$ cat src/design/wccp_pkg.sv
// Shared types, constants and helper functions for the window chrome compositor.
// No dependencies; every other design file imports this package.
`default_nettype none

package wccp_pkg;

  localparam int MAX_WINDOWS = 8;
  localparam int COORD_BITS  = 12;
  localparam int SIZE_BITS   = COORD_BITS + 1;
  localparam int OFF_BITS    = COORD_BITS + 3;

  // Frame geometry in pixels
  localparam int BORDER     = 3;
  localparam int TITLE_H    = 18;
  localparam int CLOSE_SZ   = 12;
  localparam int CLOSE_OFS  = BORDER + 3;
  localparam int CLIENT_TOP = BORDER + TITLE_H;
  localparam int PAD_W      = 2 * BORDER;
  localparam int PAD_H      = 2 * BORDER + TITLE_H;

  localparam logic [23:0] COL_DESKTOP   = 24'h008080;
  localparam logic [23:0] COL_FACE      = 24'hC0C0C0;
  localparam logic [23:0] COL_LIGHT     = 24'hFFFFFF;
  localparam logic [23:0] COL_SHADOW    = 24'h606060;
  localparam logic [23:0] COL_OUTLINE   = 24'h000000;
  localparam logic [23:0] COL_TITLE_ON  = 24'h000080;
  localparam logic [23:0] COL_TITLE_OFF = 24'h808080;

  localparam logic [12:0] RST_SCREEN_W = 13'd1024;
  localparam logic [12:0] RST_SCREEN_H = 13'd768;

  typedef enum logic {
    FUNC_WRITE = 1'b0,
    FUNC_QUERY = 1'b1
  } func_t;

  typedef enum logic {
    CFG_SCREEN_WIDTH  = 1'b0,
    CFG_SCREEN_HEIGHT = 1'b1
  } cfg_reg_t;

  typedef enum logic [1:0] {
    KIND_DESKTOP = 2'd0,
    KIND_CHROME  = 2'd1,
    KIND_CONTENT = 2'd2,
    KIND_OFF     = 2'd3
  } kind_t;

  typedef logic signed [OFF_BITS-1:0] off_t;

  typedef struct packed {
    logic                  func;
    logic [2:0]            rank;
    logic                  entry_valid;
    logic [2:0]            slot;
    logic [COORD_BITS-1:0] win_x;
    logic [COORD_BITS-1:0] win_y;
    logic [SIZE_BITS-1:0]  content_w;
    logic [SIZE_BITS-1:0]  content_h;
    logic                  has_content;
    logic [COORD_BITS-1:0] pix_x;
    logic [COORD_BITS-1:0] pix_y;
  } req_t;

  typedef struct packed {
    kind_t                 kind;
    logic [23:0]           colour;
    logic [2:0]            content_slot;
    logic [COORD_BITS-1:0] content_col;
    logic [COORD_BITS-1:0] content_row;
  } rsp_t;

  // One window table entry (payload part; live bits are kept apart)
  typedef struct packed {
    logic [2:0]            slot;
    logic [COORD_BITS-1:0] x;
    logic [COORD_BITS-1:0] y;
    logic [SIZE_BITS-1:0]  cw;
    logic [SIZE_BITS-1:0]  ch;
    logic                  has;
  } entry_t;

  // Window relative to the queried pixel, first stage
  typedef struct packed {
    logic                 live;
    logic [2:0]           slot;
    logic                 has;
    off_t                 dx;
    off_t                 dy;
    logic [SIZE_BITS-1:0] cw;
    logic [SIZE_BITS-1:0] ch;
  } rel_t;

  typedef struct packed {
    logic                       off;
    rel_t [MAX_WINDOWS-1:0]     win;
  } s1_t;

  // Region flags of one window, second stage
  typedef struct packed {
    logic                  hit;
    logic                  frame;
    logic                  close;
    logic                  o_top;
    logic                  o_bot;
    logic                  o_lft;
    logic                  o_rgt;
    logic                  inner;
    logic                  i_top;
    logic                  i_bot;
    logic                  i_lft;
    logic                  i_rgt;
    logic                  title;
    logic                  c_top;
    logic                  c_bot;
    logic                  c_lft;
    logic                  c_rgt;
    logic                  bar;
    logic                  content;
    logic [2:0]            slot;
    logic [COORD_BITS-1:0] col;
    logic [COORD_BITS-1:0] row;
  } hit_t;

  typedef struct packed {
    logic                   off;
    hit_t [MAX_WINDOWS-1:0] win;
  } s2_t;

  function automatic hit_t geom_flags(rel_t w);
    hit_t h;
    off_t fw;
    off_t fh;
    off_t cx;
    off_t cy;
    fw = off_t'({2'b00, w.cw}) + off_t'(PAD_W);
    fh = off_t'({2'b00, w.ch}) + off_t'(PAD_H);
    cx = w.dx - off_t'(BORDER);
    cy = w.dy - off_t'(CLIENT_TOP);
    h.frame = (w.dx >= off_t'(0)) && (w.dy >= off_t'(0)) && (w.dx < fw) && (w.dy < fh);
    h.close = (w.dx >= off_t'(CLOSE_OFS)) && (w.dy >= off_t'(CLOSE_OFS)) &&
              (w.dx < off_t'(CLOSE_OFS + CLOSE_SZ)) && (w.dy < off_t'(CLOSE_OFS + CLOSE_SZ));
    h.hit   = w.live && (h.frame || h.close);
    h.o_top = (w.dy == off_t'(0));
    h.o_bot = (w.dy == fh - off_t'(1));
    h.o_lft = (w.dx == off_t'(0));
    h.o_rgt = (w.dx == fw - off_t'(1));
    h.inner = (w.dx >= off_t'(1)) && (w.dy >= off_t'(1)) &&
              (w.dx < fw - off_t'(1)) && (w.dy < fh - off_t'(1));
    h.i_top = (w.dy == off_t'(1));
    h.i_bot = (w.dy == fh - off_t'(2));
    h.i_lft = (w.dx == off_t'(1));
    h.i_rgt = (w.dx == fw - off_t'(2));
    h.title = (w.dx >= off_t'(BORDER)) && (w.dx < fw - off_t'(BORDER)) &&
              (w.dy >= off_t'(BORDER)) && (w.dy < off_t'(CLIENT_TOP));
    h.c_top = (w.dy == off_t'(CLOSE_OFS));
    h.c_bot = (w.dy == off_t'(CLOSE_OFS + CLOSE_SZ - 1));
    h.c_lft = (w.dx == off_t'(CLOSE_OFS));
    h.c_rgt = (w.dx == off_t'(CLOSE_OFS + CLOSE_SZ - 1));
    h.bar   = (w.dy == off_t'(CLOSE_OFS + CLOSE_SZ / 2)) &&
              (w.dx >= off_t'(CLOSE_OFS + 3)) && (w.dx < off_t'(CLOSE_OFS + CLOSE_SZ - 3));
    h.content = w.has && (cx >= off_t'(0)) && (w.dx < fw - off_t'(BORDER)) &&
                (cy >= off_t'(0)) && (w.dy < fh - off_t'(BORDER));
    h.slot = w.slot;
    h.col  = cx[COORD_BITS-1:0];
    h.row  = cy[COORD_BITS-1:0];
    return h;
  endfunction

  // Paint order: frame bevels, title bar, then the close box over all of it
  function automatic logic [23:0] chrome_colour(hit_t h, logic front);
    logic [23:0] c;
    c = COL_FACE;
    if (h.frame) begin
      if (h.o_top) c = COL_LIGHT;
      if (h.o_bot) c = COL_SHADOW;
      if (h.o_lft) c = COL_LIGHT;
      if (h.o_rgt) c = COL_SHADOW;
      if (h.inner) begin
        if (h.i_top) c = COL_LIGHT;
        if (h.i_bot) c = COL_SHADOW;
        if (h.i_lft) c = COL_LIGHT;
        if (h.i_rgt) c = COL_SHADOW;
      end
      if (h.title) c = front ? COL_TITLE_ON : COL_TITLE_OFF;
    end
    if (h.close) begin
      c = COL_FACE;
      if (h.c_top) c = COL_LIGHT;
      if (h.c_bot) c = COL_SHADOW;
      if (h.c_lft) c = COL_LIGHT;
      if (h.c_rgt) c = COL_SHADOW;
      if (h.bar)   c = COL_OUTLINE;
    end
    return c;
  endfunction

endpackage

`default_nettype wire

$ cat src/design/wccp_fetch.sv
// Window table and first pipeline stage: screen clip and per-window offsets.
// Depends on wccp_pkg.
`default_nettype none

module wccp_fetch import wccp_pkg::*; (
  input  wire logic        clk,
  input  wire logic        rst,
  input  wire logic        adv,
  input  wire logic        req_valid,
  input  wire req_t        req,
  input  wire logic [12:0] screen_w,
  input  wire logic [12:0] screen_h,
  output logic             s1_valid,
  output s1_t              s1
);

  entry_t table_mem [MAX_WINDOWS];
  logic   live      [MAX_WINDOWS];
  s1_t    s1_next;
  logic   take;

  assign take = req_valid && adv;

  // Offsets use the table as left by every earlier item
  always_comb begin
    s1_next.off = ({1'b0, req.pix_x} >= screen_w) || ({1'b0, req.pix_y} >= screen_h);
    for (int i = 0; i < MAX_WINDOWS; i++) begin
      s1_next.win[i].live = live[i];
      s1_next.win[i].slot = table_mem[i].slot;
      s1_next.win[i].has  = table_mem[i].has;
      s1_next.win[i].dx   = off_t'({3'b000, req.pix_x}) - off_t'({3'b000, table_mem[i].x});
      s1_next.win[i].dy   = off_t'({3'b000, req.pix_y}) - off_t'({3'b000, table_mem[i].y});
      s1_next.win[i].cw   = table_mem[i].cw;
      s1_next.win[i].ch   = table_mem[i].ch;
    end
  end

  always_ff @(posedge clk) begin
    if (rst) begin
      for (int i = 0; i < MAX_WINDOWS; i++) begin
        live[i] <= 1'b0;
      end
    end else if (take && req.func == FUNC_WRITE && 32'(req.rank) < MAX_WINDOWS) begin
      live[req.rank] <= req.entry_valid;
    end
  end

  always_ff @(posedge clk) begin
    if (take && req.func == FUNC_WRITE && 32'(req.rank) < MAX_WINDOWS) begin
      table_mem[req.rank].slot <= req.slot;
      table_mem[req.rank].x    <= req.win_x;
      table_mem[req.rank].y    <= req.win_y;
      table_mem[req.rank].cw   <= req.content_w;
      table_mem[req.rank].ch   <= req.content_h;
      table_mem[req.rank].has  <= req.has_content;
    end
  end

  always_ff @(posedge clk) begin
    if (rst) begin
      s1_valid <= 1'b0;
    end else if (adv) begin
      s1_valid <= req_valid && (req.func == FUNC_QUERY);
    end
  end

  always_ff @(posedge clk) begin
    if (adv) begin
      s1 <= s1_next;
    end
  end

endmodule

`default_nettype wire

$ cat src/design/wccp_geom.sv
// Second pipeline stage: region compares of every window against the pixel.
// Depends on wccp_pkg.
`default_nettype none

module wccp_geom import wccp_pkg::*; (
  input  wire logic clk,
  input  wire logic rst,
  input  wire logic adv,
  input  wire logic s1_valid,
  input  wire s1_t  s1,
  output logic      s2_valid,
  output s2_t       s2
);

  s2_t s2_next;

  always_comb begin
    s2_next.off = s1.off;
    for (int i = 0; i < MAX_WINDOWS; i++) begin
      s2_next.win[i] = geom_flags(s1.win[i]);
    end
  end

  always_ff @(posedge clk) begin
    if (rst) begin
      s2_valid <= 1'b0;
    end else if (adv) begin
      s2_valid <= s1_valid;
    end
  end

  always_ff @(posedge clk) begin
    if (adv) begin
      s2 <= s2_next;
    end
  end

endmodule

`default_nettype wire

$ cat src/design/wccp_pick.sv
// Third pipeline stage: chrome colour per window, frontmost hit wins, result register.
// Depends on wccp_pkg.
`default_nettype none

module wccp_pick import wccp_pkg::*; (
  input  wire logic clk,
  input  wire logic rst,
  input  wire logic adv,
  input  wire logic s2_valid,
  input  wire s2_t  s2,
  output logic      rsp_valid,
  output rsp_t      rsp
);

  rsp_t rsp_next;

  always_comb begin
    rsp_next.kind         = KIND_DESKTOP;
    rsp_next.colour       = COL_DESKTOP;
    rsp_next.content_slot = 3'd0;
    rsp_next.content_col  = '0;
    rsp_next.content_row  = '0;
    // Walk back to front so the lowest rank that covers the pixel ends up on top
    for (int r = MAX_WINDOWS - 1; r >= 0; r--) begin
      if (s2.win[r].hit) begin
        if (s2.win[r].content) begin
          rsp_next.kind         = KIND_CONTENT;
          rsp_next.colour       = 24'd0;
          rsp_next.content_slot = s2.win[r].slot;
          rsp_next.content_col  = s2.win[r].col;
          rsp_next.content_row  = s2.win[r].row;
        end else begin
          rsp_next.kind         = KIND_CHROME;
          rsp_next.colour       = chrome_colour(s2.win[r], r == 0);
          rsp_next.content_slot = 3'd0;
          rsp_next.content_col  = '0;
          rsp_next.content_row  = '0;
        end
      end
    end
    if (s2.off) begin
      rsp_next.kind         = KIND_OFF;
      rsp_next.colour       = 24'd0;
      rsp_next.content_slot = 3'd0;
      rsp_next.content_col  = '0;
      rsp_next.content_row  = '0;
    end
  end

  always_ff @(posedge clk) begin
    if (rst) begin
      rsp_valid <= 1'b0;
    end else if (adv) begin
      rsp_valid <= s2_valid;
    end
  end

  always_ff @(posedge clk) begin
    if (adv) begin
      rsp <= rsp_next;
    end
  end

endmodule

`default_nettype wire

$ cat src/design/window_chrome_compositor_pixel_top.sv
// Top level of the window chrome compositor: config registers, pipeline hookup.
// Depends on wccp_pkg, wccp_fetch, wccp_geom and wccp_pick.
//
//   channel  direction  handshake             payload
//   req      in         req_valid/req_stall   req_t  (table write or pixel query)
//   rsp      out        rsp_valid/rsp_stall   rsp_t  (one per query, none per write)
//   cfg      in         cfg_valid/cfg_ready   cfg_index, cfg_data (screen size)
//
// One item per clock unless the pipeline is held; a query's result reaches rsp through
// the offset, region compare and frontmost select register stages, in that order
// (the first of them loads at the accepting edge).
// A table write acts on every query taken after it.
// Reset empties the window table and sets the screen to 1024 by 768.
// While a result waits under rsp_stall the whole pipeline holds and req_stall is high.
`default_nettype none

module window_chrome_compositor_pixel_top import wccp_pkg::*; (
  input  wire logic        clk,
  input  wire logic        rst,
  input  wire logic        req_valid,
  output logic             req_stall,
  input  wire req_t        req,
  output logic             rsp_valid,
  input  wire logic        rsp_stall,
  output rsp_t             rsp,
  input  wire logic        cfg_valid,
  output logic             cfg_ready,
  input  wire logic        cfg_index,
  input  wire logic [12:0] cfg_data
);

  logic        adv;
  logic [12:0] screen_w;
  logic [12:0] screen_h;
  logic        s1_valid;
  s1_t         s1;
  logic        s2_valid;
  s2_t         s2;

  // Advance every stage together unless a finished result is held back
  assign adv       = !(rsp_valid && rsp_stall);
  assign req_stall = !adv;
  assign cfg_ready = 1'b1;

  always_ff @(posedge clk) begin
    if (rst) begin
      screen_w <= RST_SCREEN_W;
      screen_h <= RST_SCREEN_H;
    end else if (cfg_valid && cfg_ready) begin
      case (cfg_index)
        CFG_SCREEN_WIDTH:  screen_w <= cfg_data;
        CFG_SCREEN_HEIGHT: screen_h <= cfg_data;
        default: ;
      endcase
    end
  end

  wccp_fetch u_fetch (
    .clk       (clk),
    .rst       (rst),
    .adv       (adv),
    .req_valid (req_valid),
    .req       (req),
    .screen_w  (screen_w),
    .screen_h  (screen_h),
    .s1_valid  (s1_valid),
    .s1        (s1)
  );

  wccp_geom u_geom (
    .clk      (clk),
    .rst      (rst),
    .adv      (adv),
    .s1_valid (s1_valid),
    .s1       (s1),
    .s2_valid (s2_valid),
    .s2       (s2)
  );

  wccp_pick u_pick (
    .clk       (clk),
    .rst       (rst),
    .adv       (adv),
    .s2_valid  (s2_valid),
    .s2        (s2),
    .rsp_valid (rsp_valid),
    .rsp       (rsp)
  );

endmodule

`default_nettype wire
$ cat config.mk
export PLATFORM = sky130hd
export DESIGN_NAME = window_chrome_compositor_pixel_top
export DESIGN_NICKNAME = d
export VERILOG_FILES = /design/src/design/wccp_pkg.sv /design/src/design/wccp_fetch.sv /design/src/design/wccp_geom.sv /design/src/design/wccp_pick.sv /design/src/design/window_chrome_compositor_pixel_top.sv
export SDC_FILE = /design/constraint.sdc
export NUM_CORES = 2
export LEC_CHECK = 0
export ABC_AREA = 1
export ABC_CLOCK_PERIOD_IN_PS = 56400
export BUFFER_PORTS_ARGS = -buffer_cell sky130_fd_sc_hd__buf_4
export CELL_PAD_IN_SITES_DETAIL_PLACEMENT = 0
export CELL_PAD_IN_SITES_GLOBAL_PLACEMENT = 1
export CORE_MARGIN = 4
export CORE_UTILIZATION = 35
export DETAILED_ROUTE_END_ITERATION = 16
export MAX_ROUTING_LAYER = met4
export PLACE_DENSITY_LB_ADDON = 0.1
export SLEW_MARGIN = 20
export SYNTH_ARGS = -nofsm -noshare
export SYNTH_HDL_FRONTEND = slang
export SYNTH_SLANG_ARGS = --single-unit
$ cat constraint.sdc
create_clock -name clk -period 56.4 [get_ports clk]
set_input_delay 2.82 -clock clk [delete_from_list [all_inputs] [get_ports clk]]
set_output_delay 2.82 -clock clk [all_outputs]
set_load 0.01 [all_outputs]
==> metrics.cfg <==
[synthesis]
synth.distinct_cells = 73
syn_inst = 9842
synth_edf_count = 1301
synth_nets = 11008
synth_area_per_cell_sq_um = 9.28
async_flop_share_pct = 0
syn_area_sq_um = 91300
yosysWarnings = 0
seq_area_frac_synth_pct = 43.4
ys_ff_latch = 1330
synth_ff_type = edfxtp_1

[status]
outcome = complete, no violations

[final_layout]
ff_latch_area_sq_um = 39600
area_growth_pct = 11.7
multi_input_area_sq_um = 45700
num-fill-cells = 25904
drive_gt1_share_pct = 6.35
nets = 11241
final_area_sq_um = 102000

[worst_setup_path]
slowest_stage = buf_4
rr_startpoint = u_fetch.s1[319]
crit_path_start = rsp_stall
path_common_cell = buf_4
startpoint_type = input pin
cp_max_fo = 4
end_kind = primary output
crit_chain = buf_4, nand2_4, inv_1, buf_4
cp_slowest_stage_delay_ps = 150
worstPathRequired_ps = 53580
worstSetupPathType = in2out
critical_path_arrival_ps = 3260

[timing]
hold_viol_final = 0
fmax_ghz = 0.164
period_share_pct = 10.8
slew_headroom_pct = 27.2
hold_slack_ps = 399
finalCriticalPeriod_ps = 6080
fin_skew_ps = 36.9
setup_viol = 0
drv_slew = 0
rsz0062_at_grt = false
totalNegativeSetupSlack_ps = 0
tightest_slew_ps = 1090

[pwr]
comb_power_share_pct = 14.8
swShare_pct = 29.1
pwr-share-clk_pct = 39.3
seq_power_share_pct = 45.9
p_switching_mw = 0.795
powerDensity_nw_per_um2 = 26.7
leakagePower_nw = 44.0
p_int_mw = 1.93
power_mw = 2.73
peakVddDrop_mv = 0.0239

[floorplanning]
row_count = 187
core_sq_um = 260000
initial_core_util_pct = 35.2
dieWidth_um = 519
pin_count = 158
die_h_um = 519
dieArea_sq_um = 269000

[detailed_routing]
routed_via_density = 5.06
first_pass_iters = 5
detail-route-antenna-nets = 0
wl_per_cell_um = 22.6
drt-initial-drc-count = 5933
route.detailed.drc = 0
wirelength_mm = 308
vias = 68903

[clock_network]
cts-buffers-inserted = 162
cts_tree = yes
cts_sinks = 1330
clock_latency_ps = 810
cts_root_buf = clkbuf_16
cts_setup_buffers = 0
ctsHtreeMaxLevel = 4
clk_pin_slew_worst_paths_ps = 60
ctsResizeCount = 0
cts_hold_buf = 0
clockBufferDepth = 3

[run]
maxCapViolCount = 0

[grt]
grt_pass1_wl_mm = 447
grt_pass1_vias = 66630
grt_max_degree = 152
antenna_found_initial = 30
grt_overflow_total = 0
grt_usage_pct = 23.0

[placement]
dpl_cell_area_sq_um = 96600
dp_hpwl_mm = 235
portBuffers = 156
place_congestion = 0.911

[min_path]
hp-start = u_fetch.s1[364]
worstHoldPathType = reg2reg

[power groups by stage]
stage / sequential (mW) / combinational, mW / clock (mW)
floorplan: 1.22 / 0.277 / 0
global placement: 1.27 / 0.397 / 0
detailed placement: 1.27 / 0.404 / 0
CTS: 1.25 / 0.406 / 1.10
global route: 1.26 / 0.459 / 1.14
finish: 1.25 / 0.404 / 1.07
[final timing paths]
check	endpoint	cells past startpoint	slack [ps]
min	u_geom.s2[256]	0	400
max	req_stall	4	50320
max reg2reg	u_geom.s2[257]	20	51460
min reg2reg	u_geom.s2[256]	0	400
[flip-flops by register name, indices dropped and copies added (netlist names)]
register and cells:
u_pick.rsp_valid 1, u_geom.s2 369, u_geom.s2_valid 1, u_fetch.table_mem 432, u_fetch.live 8, u_fetch.s1_valid 1
u_pick.rsp 35, screen_h 13, screen_w 13, u_fetch.s1 457
[cell usage after synthesis, drive strengths merged (31+ instances only)]
master	number	share of area, %
nor2	890	3.8
o21ai	428	2.3
nand4	163	1.1
nand3	440	2.4
edfxtp	1301	43
nor3	193	1.1
a21oi	626	3.5
a211oi	68	0.56
nand2	1560	6.5
nor4	72	0.51
xnor2	225	2.2
inv	1451	6.0
ha	1048	14
a31oi	39	0.27
xor2	805	8.0
or2	42	0.29
buf	31	0.21
clkbuf	101	0.42
[final cells by class]
cell class	instances	share of cell area (%)
Clock inverter	107	1.13
Multi-Input combinational cell	6922	44.8
Inverter	1458	5.36
Clock buffer	188	4.17
Tap cell	3402	4.17
Timing Repair Buffer	201	1.49
Antenna cell	11	0.0270
Sequential cell	1330	38.9
[cell usage in the layout (no fill, tap or decap), drive strengths merged, types with 42 or more instances in the layout]
master and count:
a211oi 68, a21oi 626, buf 201, clkbuf 188
clkinv 72, edfxtp 1301, ha 1048, inv 1461
nand2 1560, nand3 440, nand4 163, nor2 890
nor3 193, nor4 72, o21ai 428, or2 42
xnor2 225, xor2 805
[metal layers]
metal  routed length [um]  GRT usage [%]  part of all wire, %  vias up
met2               134000           34.5                   43     1588
met1               154000           33.5                   50    33068
met4                 6880           5.08                  2.2        0
met3                13500           2.11                  4.4      328
met5                    0              -                    0        -
li1                     -              -                    -    33919
[worst max-delay path: cells and delay by family]
kind | cells | cell delay [ps]
buffers and inverters | 3 | 350
and+or+nand+nor | 1 | 100
[stage by stage]
| stage | setup slack (ps) | util, % | instances |
|---|---|---|---|
| 6_report | 50320 | 39.3 | 13619 |
| 3_3_place_gp | 49780 | 37.2 | 13313 |
| 2_1_floorplan | 29960 | - | 9842 |
| 3_5_place_dp | 49710 | 37.2 | 13313 |
| 4_1_cts | 50310 | 39.3 | 13608 |
| 5_1_grt | 50290 | 39.3 | 13612 |
[kinds of logic (layout without fill, tap and decap cells)]
group                      count (synthesis)  count (layout)  synth area share [%]
adders and majority gates               1064            1064                  14.7
buffers and inverters                   1590            1954                  6.62
AOI/OAI and AO/OA                       1405            1405                  8.85
DFF                                     1330            1330                  43.4
xor gates and xnor gates                1030            1030                  10.2
and+or+nand+nor                         3422            3422                  16.3
other                                      1              12               0.00411
No activity file was read; power rests on OpenSTA's default activity.
